==> config.mk <==
export PLATFORM = sky130hd
export DESIGN_NAME = lkv_cell
export DESIGN_NICKNAME = d
export VERILOG_FILES = /design/src/sv/lkv_pkg.sv /design/src/sv/lkv_cell.sv
export SDC_FILE = /design/constraint.sdc
export NUM_CORES = 1
export LEC_CHECK = 0
export ABC_AREA = 1
export BUFFER_PORTS_ARGS = -buffer_cell sky130_fd_sc_hd__buf_2
export CORE_ASPECT_RATIO = 0.9
export CORE_MARGIN = 2
export CORE_UTILIZATION = 32
export CTS_BUF_LIST = sky130_fd_sc_hd__clkbuf_8
export CTS_CLUSTER_DIAMETER = 120
export DETAILED_ROUTE_END_ITERATION = 16
export GPL_TIMING_DRIVEN = 1
export PLACE_DENSITY = 0.69
export SLEW_MARGIN = 20
export SYNTH_ARGS = -nofsm -noshare
export SYNTH_HDL_FRONTEND = slang
export SYNTH_SLANG_ARGS = --single-unit
==> constraint.sdc <==
create_clock -name clk -period 4.2 [get_ports clk]
set_input_delay 0.42 -clock clk [delete_from_list [all_inputs] [get_ports clk]]
set_output_delay 0.42 -clock clk [all_outputs]
set_load 0.03 [all_outputs]
==> src/sv/lkv_pkg.sv <==
`default_nettype none
package lkv_pkg;

  localparam int ENTRIES = 64;
  localparam int IDX_W = $clog2(ENTRIES);
  localparam int CNT_W = $clog2(ENTRIES + 1);
  localparam int KEY_W = 32;
  localparam int VAL_W = 22;
  localparam int STAMP_W = 32;
  localparam int COUNT_OUT_W = 7;

  typedef enum logic [2:0] {
    ST_MISS     = 3'd0,
    ST_HIT      = 3'd1,
    ST_DEAD     = 3'd2,
    ST_UPDATED  = 3'd3,
    ST_INSERTED = 3'd4,
    ST_EVICTED  = 3'd5,
    ST_REJECTED = 3'd6
  } status_t;

  typedef enum logic {
    REQ_LOOKUP = 1'b0,
    REQ_STORE  = 1'b1
  } req_kind_t;

  typedef struct packed {
    logic                 req_type;
    logic [KEY_W-1:0]     cache_key;
    logic [VAL_W-1:0]     value_in;
    logic                 alive_flag;
    logic [STAMP_W-1:0]   now_time;
  } req_t;

  typedef struct packed {
    status_t                status;
    logic [VAL_W-1:0]       value_out;
    logic [COUNT_OUT_W-1:0] entry_count;
  } rsp_t;

  // search record that walks the cell row
  typedef struct packed {
    logic                 vld;
    logic [KEY_W-1:0]     key;
    logic                 hit;
    logic [IDX_W-1:0]     hit_idx;
    logic [VAL_W-1:0]     hit_val;
    logic                 free;
    logic [IDX_W-1:0]     free_idx;
    logic                 old;
    logic [IDX_W-1:0]     old_idx;
    logic [STAMP_W-1:0]   old_stamp;
  } scan_t;

  typedef enum logic [2:0] {
    CMD_NONE,
    CMD_TOUCH,
    CMD_UPDATE,
    CMD_FILL,
    CMD_KILL
  } cmd_t;

  typedef struct packed {
    cmd_t                 cmd;
    logic [IDX_W-1:0]     idx;
    logic [KEY_W-1:0]     key;
    logic [VAL_W-1:0]     value;
    logic [STAMP_W-1:0]   stamp;
  } wr_t;

  // wrap-safe: a is older than b
  function automatic logic stamp_before(input logic [STAMP_W-1:0] a,
                                        input logic [STAMP_W-1:0] b);
    logic [STAMP_W-1:0] diff;
    diff = a - b;
    return diff[STAMP_W-1];
  endfunction

endpackage
`default_nettype wire

==> src/sv/lkv_cell.sv <==
`default_nettype none
module lkv_cell (
  input  wire logic                      clk,
  input  wire logic                      rst,
  input  wire logic [lkv_pkg::IDX_W-1:0] cell_idx,
  input  wire lkv_pkg::scan_t            rec_in,
  input  wire lkv_pkg::wr_t              wr,
  output lkv_pkg::scan_t                 rec_out
);

  logic                        valid;
  logic [lkv_pkg::KEY_W-1:0]   key;
  logic [lkv_pkg::VAL_W-1:0]   value;
  logic [lkv_pkg::STAMP_W-1:0] stamp;
  lkv_pkg::scan_t              rec_next;
  logic                        sel;

  assign sel = (wr.cmd != lkv_pkg::CMD_NONE) && (wr.idx == cell_idx);

  always_comb begin
    rec_next = rec_in;
    if (valid) begin
      if (!rec_in.hit && key == rec_in.key) begin
        rec_next.hit     = 1'b1;
        rec_next.hit_idx = cell_idx;
        rec_next.hit_val = value;
      end
      // strict compare keeps ties on the lowest slot
      if (!rec_in.old || lkv_pkg::stamp_before(stamp, rec_in.old_stamp)) begin
        rec_next.old       = 1'b1;
        rec_next.old_idx   = cell_idx;
        rec_next.old_stamp = stamp;
      end
    end else if (!rec_in.free) begin
      rec_next.free     = 1'b1;
      rec_next.free_idx = cell_idx;
    end
  end

  always_ff @(posedge clk) begin
    rec_out <= rec_next;
    if (rst) begin
      rec_out.vld <= 1'b0;
    end
  end

  always_ff @(posedge clk) begin
    if (sel) begin
      unique case (wr.cmd)
        lkv_pkg::CMD_TOUCH: begin
          stamp <= wr.stamp;
        end
        lkv_pkg::CMD_UPDATE: begin
          value <= wr.value;
          stamp <= wr.stamp;
        end
        lkv_pkg::CMD_FILL: begin
          key   <= wr.key;
          value <= wr.value;
          stamp <= wr.stamp;
        end
        default: begin
        end
      endcase
    end
  end

  always_ff @(posedge clk) begin
    if (rst) begin
      valid <= 1'b0;
    end else if (sel) begin
      unique case (wr.cmd)
        lkv_pkg::CMD_FILL: valid <= 1'b1;
        lkv_pkg::CMD_KILL: valid <= 1'b0;
        default: valid <= valid;
      endcase
    end
  end

endmodule
`default_nettype wire

# Word level (Yosys, flattened, before mapping)
# Cells that the tools add are included.
# word_totals
regBits	195
latch_bits	0
ram_bits	0
mem_bits_ro	0
input_bits	211
out_inout_bits	108
elab_cells	41
mem_count	0
# op_classes
n_addsub	1
n_mul	0
div_mod_pow	0
n_lt_le_gt_ge	0
eq_ne	6
shifts	0
muxes	7
bitwise_logic	0
reduce_logical	13
# op_table
operator	count
39-bit 2-to-1 mux	2
29-bit 2-to-1 mux	2
32-bit equality test	1
32-bit subtractor	1
2-bit AND reduction	4
7-bit 2-to-1 mux	1
3-bit by 2-bit equality test with 1-bit output (second input constant)	2
6-bit equality test	1
6-bit 2-to-1 mux	1
3-bit by 1-bit equality test with 1-bit output (second input constant)	1
3-bit equality test (second input constant)	1
3-bit nonzero test	1
3-bit OR reduction	1
1-bit logical AND	2
1-bit logical NOT	2
1-bit case mux with 2 select lines	1
2-bit nonzero test	1
2-bit OR reduction	1
1-bit logical OR	1

# Longest topological paths before layout
# logic_depth
ltp_word	4
ltp_mapped	19
ltp_nobuf	17

# Worst setup path before layout
# OpenSTA, ideal clock, no wires.
# synth_timing
kind	in2reg
startpoint	input cell_idx[4] (netlist name)
endpoint	register key[0] (netlist name) (enable)
setup_time_ns	0.387
t_arrival_ns	3.522
t_required_ns	3.813
path_slack_ns	0.291
cell_stages	6
n_path_buf	0
cell_sequence	xor2_1 > nor3_1 > nand4_1 > nor3b_1 > nand2_1 > inv_1
# synth_between
elab_chain_len	3
# synth_rtl
item	line	text
start, declared	lkv_cell.sv:5	input wire logic [lkv_pkg::IDX_W-1:0] cell_idx,
6-bit equality test	lkv_cell.sv:18	assign sel = (wr.cmd != lkv_pkg::CMD_NONE) && (wr.idx == cell_idx);
1-bit logical AND	lkv_cell.sv:18	
2-bit AND reduction (no source line)	-	
end signal, assigned	lkv_cell.sv:58	key <= wr.key;
end, declared	lkv_cell.sv:12	logic [lkv_pkg::KEY_W-1:0] key;
# Every way passes these cells.
# A chain may end at the register's enable or synchronous reset.

==> Implementation_results.wiki <==
{| class="wikitable"
! Metric !! Value
|-
| Die boundary height || 147 um
|-
| Site Rows || 52
|-
| Total clock buffers created by CTS || 17
|-
| Clk_lat worst skew || roughly 0.47 ns
|-
| Power density relative to cell area || about 390 nW/um^2
|-
| Finished Layout Cells || 1,337
|-
| Horizontal die dimension || roughly 160 um
|-
| Post-synthesis to final-layout area growth || 31.2%
|-
| Clock-pin slew on the worst setup and hold paths || 0.12 ns
|-
| Hold_buf cts || 0
|-
| Crit Path Max Fanout || 38
|-
| Number of antenna diodes || 0
|-
| Final RePlAce weighted congestion || between 0.8 and 0.9
|-
| Fraction of registers with async set/reset || 0%
|-
| Hold path start || rec_in[104]
|-
| DP Cell Count || between 1,000 and 1,500
|-
| Count of vias placed by the detailed router || roughly 5,700
|-
| Worst ir drop on vdd || 0.226 mV
|-
| Initial Utilization || ~33%
|-
| Overall power || 3.71 mW
|-
| Count of routing violations after the opening detailed-route iteration || roughly 280
|-
| Standby leakage power || between 4 and 5 nW
|-
| Instance count of the mapped netlist || 705
|-
| Synth Net Count || roughly 950
|-
| Buffer depth of the longest clock path || 2
|-
| Commonest non-fill, non-tap cell in the layout || buf_2
|-
| Routed via count divided by cell count || approximately 4.3
|-
| Final Critical Period || around 2.4 ns
|-
| Global Route Usage Sum || 15.9%
|-
| TritonCTS clock tree || done
|-
| Number of synthesized register bits || ~200
|-
| Nature of the critical path startpoint || register
|-
| Largest net degree at the start of global routing || 57
|-
| Number of buffers inserted by port buffering || 318
|-
| Top library cells by usage in the layout, fill and taps aside || buf_2, nand2_1, dfxtp_1
|-
| Remaining number of nets flagged by the antenna check after routing || 0
|-
| Cell at the root of the clock tree || clkbuf_8
|-
| Number of filler cells placed in the layout || ~2,200
|-
| Met3 Resource Use GR || 5.79%
|-
| Post-route setup TNS || 0 ns
|-
| Status || finished, final reports clean
|-
| Number of hold violations in the final report || 0
|-
| Worst-case register-to-register setup slack || between 1.5 and 2 ns
|-
| Largest cells by area after synthesis || edfxtp_1, dfxtp_1, nand2_1
|-
| Fraction of the core area covered by cells at the end of the flow || 42.7%
|-
| Final #Nets || between 1,000 and 1,500
|-
| Met2 track utilization from global routing || between 20% and 30%
|-
| Final number of max-transition violations || 0
|-
| Synthesis Warnings || 0
|-
| Post-detailed-placement cell area || about 9200 um^2
|-
| GR Overflow Total || 0
|-
| WP data required || around 4.6 ns
|-
| Global-route wire length before repair || between 20 and 30 mm
|-
| H-tree Lvls || 4
|-
| Antenna violations before repair || 4
|-
| Post-DP HPWL || approximately 15 mm
|-
| Fraction of layout cells with a size suffix above 1 || between 30% and 40%
|-
| Total Die Area || 24,000 um^2
|-
| GR Util met1 || between 10% and 20%
|-
| Most used DFF post-synth || dfxtp_1
|-
| Most Crowded Layer GR || met2
|-
| Detailed Route WL || 19.3 mm
|-
| Quantity of gates resized following cts || 0
|-
| Slew at the pin closest to its max-slew limit || about 1 ns
|-
| Clock sink count || about 200
|-
| Final period util || between 50% and 60%
|-
| Critical Path Start || stamp[6]
|-
| Post-synth design cell area || 7300 um^2
|-
| Number of distinct library cell variants in the gate-level netlist after synthesis || 26
|-
| Post-route design area || roughly 9600 um^2
|-
| Count of buffers added by post-CTS timing repair for setup || 0
|-
| Final routed wire length divided by cell count || approximately 14 um
|-
| Hold Crit Class || primary input to register
|-
| Drt first pass iters || 4
|-
| Cell taking the most area after synthesis || edfxtp_1
|-
| Top cell type's share of synthesized area || between 30% and 40%
|-
| Core footprint || between 20,000 and 25,000 um^2
|-
| Achievable frequency || just over 400 MHz
|-
| Fraction of the yosys area taken by sequential cells || ~65%
|-
| Max-cap viol count || 0
|-
| DR DRC count || 0
|-
| Type of element capturing the critical path || register
|-
| Launch point of the worst reg-to-reg path || stamp[6]
|-
| Area taken by multi-input logic gates || 2010 um^2
|-
| Reg area || ~4800 um^2
|-
| Mean Syn Cell Area || approximately 10 um^2
|-
| Number of flops mapped to enable cells by yosys || 86
|-
| # IOs || ~320
|-
| Fin Clk Skew || 0.0198 ns
|-
| RSZ-0062 raised after global routing || false
|-
| Via count of the first global-routing pass || between 5,000 and 6,000
|-
| Relative slew margins || about a third
|-
| Number of setup violations in the final report || 0
|-
| Kind of critical path || register to register
|-
| Crit path DAT || roughly 2.8 ns
|}
## final cells by class
class | instances | share of cell area (%)
Multi-Input combinational cell | 388 | 21.0
Inverter | 102 | 4.00
Clock buffer | 17 | 2.44
Sequential cell | 195 | 49.8
Clock inverter | 15 | 1.87
Timing Repair Buffer | 323 | 17.0
Tap cell | 297 | 3.88
## Yosys cell counts, types with 3 or more instances
| library cell | count |
|---|---|
| a21oi_1 | 16 |
| buf_2 | 3 |
| buf_6 | 9 |
| clkbuf_1 | 5 |
| dfxtp_1 | 109 |
| edfxtp_1 | 86 |
| ha_1 | 30 |
| inv_1 | 102 |
| nand2_1 | 187 |
| nand3_1 | 45 |
| nand4_1 | 5 |
| nor2_1 | 31 |
| nor3_1 | 4 |
| o21ai_0 | 17 |
| o21ai_1 | 21 |
| o22ai_1 | 5 |
| or2_2 | 3 |
| xnor2_1 | 8 |
| xor2_1 | 10 |
## metal layers
layer	part of all wire (%)	vias up	wire [um]
met5	0.25	-	48
met4	0.92	8	178
met3	8.2	21	1590
met2	50	205	9580
met1	41	2609	7900
li1	-	2899	-
## through the flow
stage | worst slack [ns] | hold WS, ns
2_1_floorplan | 0.291 | 0.448
3_3_place_gp | 1.67 | 0.469
3_5_place_dp | 1.61 | 0.476
4_1_cts | 1.73 | 0.0196
5_1_grt | 1.48 | 0.0166
6_report | 1.78 | 0.0632
## flip-flops by register name, summed over array words and instances, names as in the netlist
register	flops
valid	1
stamp	32
key	32
value	22
rec_out	108
## critical path: stages (launching register included)
cell and delay [ns]:
edfxtp_1 0.45, ha_1 0.31, nand2_1 0.09, inv_1 0.04
a21oi_1 0.13, nand2_1 0.09, nand2_1 0.07, nand2_1 0.07
nand2_1 0.08, nand2_1 0.05, nand2_1 0.07, nand3_2 0.07
nand2_2 0.62, nand2_1 0.11, nand2_1 0.10
## report_power, final
part	switching [mW]	leakage [nW]	internal, mW
sequential	0.0167	1.69	2.04
combinational	0.258	2.90	0.157
clock	0.780	0.206	0.461
total	1.05	4.80	2.66
## kinds of logic after synthesis
group | Yosys count | share of synthesized area, %
AOI/OAI and AO/OA | 61 | 4.37
xor gates and xnor gates | 18 | 2.16
adders and majority gates | 30 | 5.14
buffers and inverters | 122 | 7.36
DFF | 195 | 65.3
and+or+nand+nor | 279 | 15.7
## path summary, 6_finish.rpt
kind / cells after the start / endpoint
setup / recovery: 14 / rec_out[19]
hold / removal: 1 / rec_out[104]
setup reg to reg: 14 / rec_out[19]
hold reg to reg: 2 / rec_out[64]
Note: power is estimated with default switching activity, not from simulation.
