===== src/sv/lkv_pkg.sv =====
`default_nettype none
package lkv_pkg;

  localparam int ENTRIES = 64;
  localparam int IDX_W = $clog2(ENTRIES);
  localparam int CNT_W = $clog2(ENTRIES + 1);
  localparam int KEY_W = 32;
  localparam int VAL_W = 22;
  localparam int STAMP_W = 32;
  localparam int COUNT_OUT_W = 7;

  typedef enum logic [2:0] {
    ST_MISS     = 3'd0,
    ST_HIT      = 3'd1,
    ST_DEAD     = 3'd2,
    ST_UPDATED  = 3'd3,
    ST_INSERTED = 3'd4,
    ST_EVICTED  = 3'd5,
    ST_REJECTED = 3'd6
  } status_t;

  typedef enum logic {
    REQ_LOOKUP = 1'b0,
    REQ_STORE  = 1'b1
  } req_kind_t;

  typedef struct packed {
    logic                 req_type;
    logic [KEY_W-1:0]     cache_key;
    logic [VAL_W-1:0]     value_in;
    logic                 alive_flag;
    logic [STAMP_W-1:0]   now_time;
  } req_t;

  typedef struct packed {
    status_t                status;
    logic [VAL_W-1:0]       value_out;
    logic [COUNT_OUT_W-1:0] entry_count;
  } rsp_t;

  // search record that walks the cell row
  typedef struct packed {
    logic                 vld;
    logic [KEY_W-1:0]     key;
    logic                 hit;
    logic [IDX_W-1:0]     hit_idx;
    logic [VAL_W-1:0]     hit_val;
    logic                 free;
    logic [IDX_W-1:0]     free_idx;
    logic                 old;
    logic [IDX_W-1:0]     old_idx;
    logic [STAMP_W-1:0]   old_stamp;
  } scan_t;

  typedef enum logic [2:0] {
    CMD_NONE,
    CMD_TOUCH,
    CMD_UPDATE,
    CMD_FILL,
    CMD_KILL
  } cmd_t;

  typedef struct packed {
    cmd_t                 cmd;
    logic [IDX_W-1:0]     idx;
    logic [KEY_W-1:0]     key;
    logic [VAL_W-1:0]     value;
    logic [STAMP_W-1:0]   stamp;
  } wr_t;

  // wrap-safe: a is older than b
  function automatic logic stamp_before(input logic [STAMP_W-1:0] a,
                                        input logic [STAMP_W-1:0] b);
    logic [STAMP_W-1:0] diff;
    diff = a - b;
    return diff[STAMP_W-1];
  endfunction

endpackage
`default_nettype wire


===== src/sv/lkv_ctrl.sv =====
`default_nettype none
module lkv_ctrl (
  input  wire logic           clk,
  input  wire logic           rst,
  input  wire logic           start,
  output logic                busy,
  input  wire lkv_pkg::req_t  req,
  output logic                done,
  output lkv_pkg::rsp_t       rsp,
  output lkv_pkg::scan_t      head,
  input  wire lkv_pkg::scan_t tail,
  output lkv_pkg::wr_t        wr
);

  typedef enum logic [1:0] {
    S_IDLE,
    S_SCAN,
    S_WRITE
  } state_t;

  state_t                      state;
  lkv_pkg::req_t               cur;
  logic [lkv_pkg::CNT_W-1:0]   count;
  logic [lkv_pkg::CNT_W-1:0]   count_next;
  lkv_pkg::status_t            status_next;
  logic [lkv_pkg::VAL_W-1:0]   vout_next;
  lkv_pkg::wr_t                wr_next;
  logic                        accept;

  assign busy   = (state == S_SCAN);
  assign accept = start && !busy;

  always_comb begin
    status_next   = lkv_pkg::ST_MISS;
    vout_next     = '0;
    count_next    = count;
    wr_next.cmd   = lkv_pkg::CMD_NONE;
    wr_next.idx   = tail.hit_idx;
    wr_next.key   = cur.cache_key;
    wr_next.value = cur.value_in;
    wr_next.stamp = cur.now_time;
    if (cur.req_type == lkv_pkg::REQ_LOOKUP) begin
      if (cur.cache_key != '0 && tail.hit) begin
        if (cur.alive_flag) begin
          status_next = lkv_pkg::ST_HIT;
          vout_next   = tail.hit_val;
          wr_next.cmd = lkv_pkg::CMD_TOUCH;
        end else begin
          status_next = lkv_pkg::ST_DEAD;
          wr_next.cmd = lkv_pkg::CMD_KILL;
          count_next  = count - 1'b1;
        end
      end
    end else begin
      priority if (cur.cache_key == '0 || cur.value_in == '0 || !cur.alive_flag) begin
        status_next = lkv_pkg::ST_REJECTED;
      end else if (tail.hit) begin
        status_next = lkv_pkg::ST_UPDATED;
        wr_next.cmd = lkv_pkg::CMD_UPDATE;
      end else if (tail.free) begin
        status_next = lkv_pkg::ST_INSERTED;
        wr_next.cmd = lkv_pkg::CMD_FILL;
        wr_next.idx = tail.free_idx;
        count_next  = count + 1'b1;
      end else begin
        // full: the evicted slot is the only one free, so refill it in place
        status_next = lkv_pkg::ST_EVICTED;
        wr_next.cmd = lkv_pkg::CMD_FILL;
        wr_next.idx = tail.old_idx;
      end
    end
  end

  always_ff @(posedge clk) begin
    head.vld <= 1'b0;
    done     <= 1'b0;
    wr.cmd   <= lkv_pkg::CMD_NONE;
    if (accept) begin
      cur            <= req;
      head.vld       <= 1'b1;
      head.key       <= req.cache_key;
      head.hit       <= 1'b0;
      head.hit_idx   <= '0;
      head.hit_val   <= '0;
      head.free      <= 1'b0;
      head.free_idx  <= '0;
      head.old       <= 1'b0;
      head.old_idx   <= '0;
      head.old_stamp <= '0;
    end
    if (rst) begin
      state    <= S_IDLE;
      count    <= '0;
      head.vld <= 1'b0;
      done     <= 1'b0;
      wr.cmd   <= lkv_pkg::CMD_NONE;
    end else begin
      unique case (state)
        S_IDLE, S_WRITE: begin
          if (accept) begin
            state <= S_SCAN;
          end else begin
            state <= S_IDLE;
          end
        end
        S_SCAN: begin
          if (tail.vld) begin
            state           <= S_WRITE;
            done            <= 1'b1;
            rsp.status      <= status_next;
            rsp.value_out   <= vout_next;
            rsp.entry_count <= lkv_pkg::COUNT_OUT_W'(count_next);
            count           <= count_next;
            wr.cmd          <= wr_next.cmd;
            wr.idx          <= wr_next.idx;
            wr.key          <= wr_next.key;
            wr.value        <= wr_next.value;
            wr.stamp        <= wr_next.stamp;
          end
        end
        default: begin
          state <= S_IDLE;
        end
      endcase
    end
  end

endmodule
`default_nettype wire


===== config.mk =====
export PLATFORM = sky130hd
export DESIGN_NAME = lkv_ctrl
export DESIGN_NICKNAME = d
export VERILOG_FILES = /design/src/sv/lkv_pkg.sv /design/src/sv/lkv_ctrl.sv
export SDC_FILE = /design/constraint.sdc
export NUM_CORES = 1
export LEC_CHECK = 0
export ABC_AREA = 1
export BUFFER_PORTS_ARGS = -buffer_cell sky130_fd_sc_hd__buf_2
export CAP_MARGIN = 20
export CORE_AREA = 2 2 170 172
export DETAILED_ROUTE_END_ITERATION = 16
export DIE_AREA = 0 0 172 174
export GPL_ROUTABILITY_DRIVEN = 1
export PLACE_DENSITY_LB_ADDON = 0.3
export SLEW_MARGIN = 30
export SYNTH_ARGS = -nofsm -noshare
export SYNTH_HDL_FRONTEND = slang
export SYNTH_SLANG_ARGS = --single-unit

===== constraint.sdc =====
create_clock -name clk -period 8.6 [get_ports clk]
set_input_delay 0.43 -clock clk [delete_from_list [all_inputs] [get_ports clk]]
set_output_delay 0.43 -clock clk [all_outputs]
set_load 0.05 [all_outputs]

# == After elaboration in Yosys (flattened, before gate mapping) ==
# Index checks and enable logic that the tools add are counted.
# classes
addsub,2
multipliers,0
div,0
order_cmp,0
eq_ne,3
shift,0
n_mux,25
bitwise_logic,5
n_reduce_logical,16
# ops
op,n
two-way mux 108 bit,1
two-way mux 7 bit,6
zero test 32 bit,1
nonzero test 32 bit,1
zero test 22 bit,1
two-way mux 3 bit,6
two-way mux 6 bit,3
two-way mux 9 bit,1
"adder 7 x 1 -> 7 bit, second input constant",1
"subtractor 7 x 1 -> 7 bit, second input constant",1
two-way mux 2 bit,3
OR reduction 3 bit,2
inverter 1 bit,5
two-way mux 1 bit,4
case mux 2 bit (2 select lines),1
OR reduction 2 bit,2
AND reduction 3 bit,1
"== test 2 x 1 -> 1 bit, second input constant",1
"== test 2 bit, second input constant",1
logical AND 1 bit,2
zero test 1 bit,2
zero test 2 bit,1
logical OR 1 bit,2
"inequality test 2 x 1 -> 1 bit, second input constant",1
AND reduction 2 bit,1
# word_totals
reg_bits,226
latch_bits,0
ram_bits,0
romBits,0
inputBits,199
output_inout_bits,237
elab_cells,68
n_memories,0

# == Depth between registers and ports, before layout ==
# Gate-level depths: netlist of the first run.
# logic_depth
depth_word,5
mapped_depth,16
ltp_nobuf,15

# == Worst setup path before layout of the first run ==
# Ideal clock, no wire load.
# synth_path
kind,reg-to-reg
startpoint,register state[0]
endpoint,"register rsp[0] (netlist name), enable pin"
setup_ns,0.610
t_arrival_ns,6.618
t_required_ns,7.990
setup_slack_ns,1.371
path_stages_with_launch,5
n_path_buf,0
synth_period_minus_slack_ns,7.229
path_cell_list,dfxtp_1 > inv_1 > nor2_1 > nand2_1 > nor2_1
# synth_between
elab_chain_len,2
# synth_lines
element,line,rtl
from (decl),lkv_ctrl.sv:21,state_t state;
from (signal assigned),lkv_ctrl.sv:92,state <= S_IDLE;
from (signal assigned),lkv_ctrl.sv:101,state <= S_SCAN;
from (signal assigned),lkv_ctrl.sv:103,state <= S_IDLE;
== test 2 x 1 -> 1 bit,-,
net busy,lkv_ctrl.sv:6,"output logic busy,"
AND reduction 3 bit (no line),-,
to (decl),lkv_ctrl.sv:9,"output lkv_pkg::rsp_t rsp,"
# The timed path passes the listed nets, and every way through them passes these cells.
# A chain may end at the register's enable or synchronous reset.

# == Worst setup path in the final report of the first run ==
# layout_path
startpoint,register state[0]
endpoint,"register wr[35] (netlist name), enable pin"
# layout_between
elab_chain_len,2
# layout_lines
element,line,rtl
== test 2 x 1 -> 1 bit,lkv_ctrl.sv:98,unique case (state)
AND reduction 3 bit (no line),-,
to (decl),lkv_ctrl.sv:12,output lkv_pkg::wr_t wr
# No other way between the ends.

==> flow_summary.toml, run 1 <==
[cells_and_area]
final_area_mm2 = 0.0111
nNetsFinal = 1148
final_common_cell = "buf_2"
drive_above_1_share_pct = 35.8
final_cells = 1351
layout_common_cells = "buf_2, edfxtp_1, nand2_1"
area.growth.synth_to_final_pct = 24.1

[detailed_routing]
via_per_inst = 4.01
post_drt_wl_per_cell_um = 14.3
postRouteAntennaNets = 0
via_count = 5418
wirelength_um = 19400
drt_iter0_drc = 240
drc = 0
first_pass_iters = 4

[flow_run]
cap_violations = 0

[cts]
cts_hold_buffers = 0
clk_pin_slew_worst_paths_ps = 60
cts_buffer_depth = 3
htreeDepth = 1
cts_sinks = 226
cts_setup_buffers = 0
cts_tree = "done"
clk_latency_ps = 510
post_cts_resized = 0
cts_buffers = 24
cts_root_buf = "clkbuf_16"

[sta]
min_period_ps = 2960
slew_violations = 0
layout_setup_ws_ps = 5640
finalHoldViolCount = 0
relSlewSlack_pct = 45.5
rsz0062_at_grt = "false"
setup_violations = 0
fmax_ghz = 0.337
min_period_over_period_pct = 34.5
worstMarginPinSlew_ps = 817
finClkSkew_ps = 5.70
tns_ps = 0

[global_routing]
grt_max_degree = 77
grt-busiest-layer = "met2"
grt_use_met3_pct = 4.42
grt_use_total_pct = 12.3
overflow = 0
grt_pass1_vias = 5170
use_met1_pct = 14.4
grt_pass1_wl_um = 28300
antenna_found_initial = 3
use_met2_pct = 20.8

[floorplan]
die_area_mm2 = 0.0299
num_rows = 62
initial_core_util_pct = 31.7
io_pins = 436
fp.dieH_um = 174
die_x_um = 172
coreArea_mm2 = 0.0282

[place]
place_ws_ps = 5330
globalplace.congestion = 0.818
place_area_mm2 = 0.0103
dp_hpwl_um = 13800
placedCellCount = 1305
io_buffers = 295

[setup_path]
worstPathRequired_ps = 8730
worstPathCellList = "inv_1 -> nor2_1 -> nand2_1 -> nor2_4 -> buf_4 -> buf_6"
start_kind = "flop"
cp_top_family = "buffers and inverters"
worstPathMaxFanout = 76
max_stage_delay_ps = 590
cp_slowest_cell = "buf_6"
cp_num_buf_inv = 3
worstSetupPathType = "reg2reg"
endpoint_kind = "flop"
cp.arrival_ps = 3100

[yosys]
synth.top_cell.area_share_pct = 71.1
synth-main-ff-cell = "edfxtp_1"
yosysSeqAreaShare_pct = 74.2
yosysWarnings = 0
synth_cell_type_count = 30
netlist_area_mm2 = 0.00896
synthTopCellsByArea = "edfxtp_1, buf_4, nand2_1, dfxtp_1, nor2_1"
ys_seq_elements = 226
synthArstFlopShare_pct = 0
synth.largest_area_cell = "edfxtp_1"
syn_inst = 669
synth_enable_flop_cells = 212
avgSynthCellArea_um2 = 13.4

[power_and_ir_drop]
power.density_mw_per_mm2 = 232
p_leak_nw = 4.78
p_total_mw = 2.57
ir_drop_mv = 0.165

[run_status]
status = "finished clean"

[hold_path]
min_path_type = "in2reg"
==> power by group <==
group	switching [mW]	total (mW)	internal, mW
clock network	0.406	1.02	0.619
registers	0.0214	1.28	1.25
logic	0.218	0.274	0.0557
total	0.645	2.57	1.93
==> cells in the mapped netlist (2+ instances only) <==
library cell,number
xnor2_1,3
ha_1,2
nor2_1,68
o21ai_0,11
xor2_1,4
buf_2,3
buf_4,107
clkinv_1,2
o21ai_1,5
nand3_1,18
nor3_1,2
a21o_1,6
edfxtp_1,212
nor2_2,4
dfxtp_1,14
nand3b_1,2
inv_1,40
nand2_1,130
inv_2,4
a21oi_1,15
a21boi_0,2
buf_6,7
==> layer usage <==
layer	vias up	wire length, um
met5	-	13
met4	2	549
met3	29	2040
met2	271	9270
met1	2477	7470
li1	2639	-
==> worst register-to-register path, delay by kind of cell, from the launching register on <==
family	cells	cell delay [ps]
flops	1	300
simple gates	3	980
buf+inv	3	1180
==> worst paths after layout <==
| kind | endpoint | cells past startpoint | slack, ps | startpoint |
|---|---|---|---|---|
| worst max-delay path | wr[35] | 6 | 5640 | state[0] |
| worst min-delay path | cur[80] | 1 | 90 | req[80] |
| worst max register to register | wr[35] | 6 | 5640 | state[0] |
| worst min register to register | wr[22] | 0 | 420 | cur[22] |
==> sequential cells by signal, indices dropped and copies added, names as in the netlist <==
| name | cells |
|---|---|
| wr | 95 |
| cur | 88 |
| rsp | 32 |
| count | 7 |
| state | 2 |
| done | 1 |
| head | 1 |
==> cell type report <==
class / count / area [um2]
clock buffers: 34 / 689
flip-flops and latches: 226 / 6650
fillers: 2791 / 17100
inverters: 46 / 173
multi-input cells: 351 / 1520
diodes: 2 / 5.00
repair buffers: 298 / 1500
clock inverters: 10 / 104
well taps: 384 / 480
==> per-stage QoR <==
step | util, % | hold slack, ps
6_report | 39.4 | 94.8
5_1_grt | 39.4 | 65.8
4_1_cts | 39.3 | 59.5
3_5_place_dp | 36.5 | 405
3_3_place_gp | 36.5 | 400
2_1_floorplan | - | 400
==> cell families after synthesis <==
logic type | after synthesis | share of synthesized area [%]
and+or+nand+nor | 227 | 10.1
adders and majority gates | 2 | 0.279
xor gates and xnor gates | 7 | 0.684
buffers and inverters | 166 | 12.2
AOI/OAI and AO/OA | 40 | 2.47
DFF | 226 | 74.2
other | 1 | 0.0419
Note: power is estimated with default switching activity, not from simulation.
==> run 2: changes to the inputs <==
CORE_AREA = 2 2 168 170   (was 2 2 170 172)
DIE_AREA = 0 0 170 172   (was 0 0 172 174)
clock period = 2.42 ns   (was 8.6 ns; I/O delays follow)
==> flow_summary.toml, run 2 (same netlist as run 1, synthesis figures left out) <==
[global_routing]
grt_pass1_wl_um = 31200
grt_use_total_pct = 13.9
grt_pass1_vias = 5776
overflow = 0
grt_max_degree = 61
antenna_found_initial = 0

[cts]
cts_tree = "done"
post_cts_resized = 0
cts_setup_buffers = 0
htreeDepth = 1
cts_hold_buffers = 123
clk_pin_slew_worst_paths_ps = 60
cts_root_buf = "clkbuf_16"
cts_sinks = 226
cts_buffers = 26
clk_latency_ps = 520
cts_buffer_depth = 3

[setup_path]
worstPathRequired_ps = 2790
endpoint_kind = "flop"
r2r-end = "rsp[24]"
cp_top_family = "simple AND/OR/NAND/NOR gates"
cp.arrival_ps = 2400
r2r_cells = 9
worstSetupPathType = "reg2reg"
worstPathMaxFanout = 23
start_kind = "flop"
regToRegStartpoint = "cur[66]"
max_stage_delay_ps = 410
worstPathCellList = "nor2_1 -> nand2_1 -> nor2_1 -> nand2_1 -> nor2_2 -> nor2_2 -> nand3_1 -> buf_4 -> nor2_1"
cp_num_buf_inv = 1
cp_slowest_cell = "edfxtp_1"
crit_top_cell = "nor2_1"
rrSetupSlack_ps = 390

[cells_and_area]
drive_above_1_share_pct = 33.2
final_util_pct = 45.6
diodes = 0
final_common_cell = "buf_2"
fillers = 2463
largest_reg_flops = 95
area.growth.synth_to_final_pct = 39.9
top_regs = "wr: 95 flops, cur: 88 flops, rsp: 32 flops"
top_register = "wr"
nNetsFinal = 1288
layout_common_cells = "buf_2, edfxtp_1, nand2_1"

[floorplan]
die_area_mm2 = 0.0292
fp.dieH_um = 172
die_x_um = 170
num_rows = 61
initial_core_util_pct = 32.6
io_pins = 436
coreArea_mm2 = 0.0275

[sta]
finClkSkew_ps = 6.51
min_period_over_period_pct = 84.0
finalHoldViolCount = 0
min_period_ps = 2030
worstMarginPinSlew_ps = 634
tns_ps = 0
setup_violations = 0
slew_violations = 0
fmax_ghz = 0.492
relSlewSlack_pct = 57.6
whs_ps = 31.2
rsz0062_at_grt = "false"

[detailed_routing]
postRouteAntennaNets = 0
wirelength_um = 21400
drt_iter0_drc = 340
post_drt_wl_per_cell_um = 14.8
first_pass_iters = 4
drc = 0
via_per_inst = 4.14
via_count = 6009

[power_and_ir_drop]
swShare_pct = 24.8
cellInternalPower_mw = 7.26
combPwrFrac_pct = 12.2
power.density_mw_per_mm2 = 770
pwr-share-seq_pct = 46.9
p_leak_nw = 5.41
ir_drop_mv = 0.634
p_switching_mw = 2.39
pwr-share-clk_pct = 40.9

[hold_path]
min_delay_worst_endpoint = "wr[89]"
worstHoldStart = "tail[42]"
min_path_type = "in2reg"
holdPathStages = 4

[run_status]
status = "finished clean"

[flow_run]
cap_violations = 0

[place]
globalplace.congestion = 0.821
dp_hpwl_um = 14600
io_buffers = 295
-- run 2: cell types whose count changed in the layout (fill, tap and decap cells not counted), sizes merged, moves of 3 or more --
cell / before / now
dlygate4sd3: 0 / 123
clkinv: 8 / 5
clkinvlp: 0 / 3
buf: 298 / 313
clkbuf: 34 / 38
-- run 2: how the worst max path moves through the flow --
| stage | depth (start not counted) | start | slack [ps] | to |
|---|---|---|---|---|
| 4_1_cts | 9 | cur[66] | 340 | rsp[24] |
| 3_5_place_dp | 9 | cur[66] | 350 | rsp[24] |
| 6_report | 9 | cur[66] | 390 | rsp[24] |
| 3_3_place_gp | 9 | cur[86] | 340 | rsp[13] |
| 2_1_floorplan | 4 | state[0] | -710 | rsp[0] |
| 5_1_grt | 9 | cur[81] | 170 | rsp[13] |
-- run 2: layer usage --
| metal | vias up | share of wire, % | track usage [%] |
|---|---|---|---|
| li1 | 2923 | - | - |
| met2 | 276 | 48 | 24.7 |
| met5 | - | 0 | 0 |
| met1 | 2770 | 41 | 16.3 |
| met3 | 40 | 7.8 | 3.43 |
| met4 | 0 | 3.2 | 5.50 |
-- run 2: worst reg2reg max path, cell delays in order (launching register included) --
cell	delay, ps
edfxtp_1	410
nor2_1	70
nand2_1	60
nor2_1	40
nand2_1	110
nor2_2	70
nor2_2	410
nand3_1	280
buf_4	300
nor2_1	130
-- run 2: final cells by class --
class / count / area [um2] / share of cell area, %
multi-input combinational: 351 / 1530 / 12.2
inverter: 46 / 173 / 1.38
clock inverter: 9 / 131 / 1.05
sequential: 226 / 6650 / 53.0
tap: 346 / 433 / 3.45
clock buffer: 38 / 747 / 5.96
timing repair buffer: 436 / 2880 / 23.0
-- run 2: power by group through the flow --
stage               combinational, mW  sequential (mW)  clock (mW)
floorplan                       0.757             4.72           0
global placement                 1.02             4.60           0
detailed placement               1.02             4.61           0
CTS                              1.18             4.53        4.09
global route                     1.27             4.54        4.24
finish                           1.18             4.53        3.95
-- run 2: stage by stage --
| step | area, um2 | instances | worst slack [ps] | power, mW |
|---|---|---|---|---|
| after global placement | 10400 | 1282 | 337 | 5.62 |
| after detailed placement | 10400 | 1282 | 355 | 5.63 |
| after CTS | 12500 | 1452 | 338 | 9.80 |
| final | 12500 | 1452 | 386 | 9.66 |
| after global routing | 12500 | 1452 | 171 | 10.0 |
| after floorplan | 9270 | 743 | -713 | 5.48 |
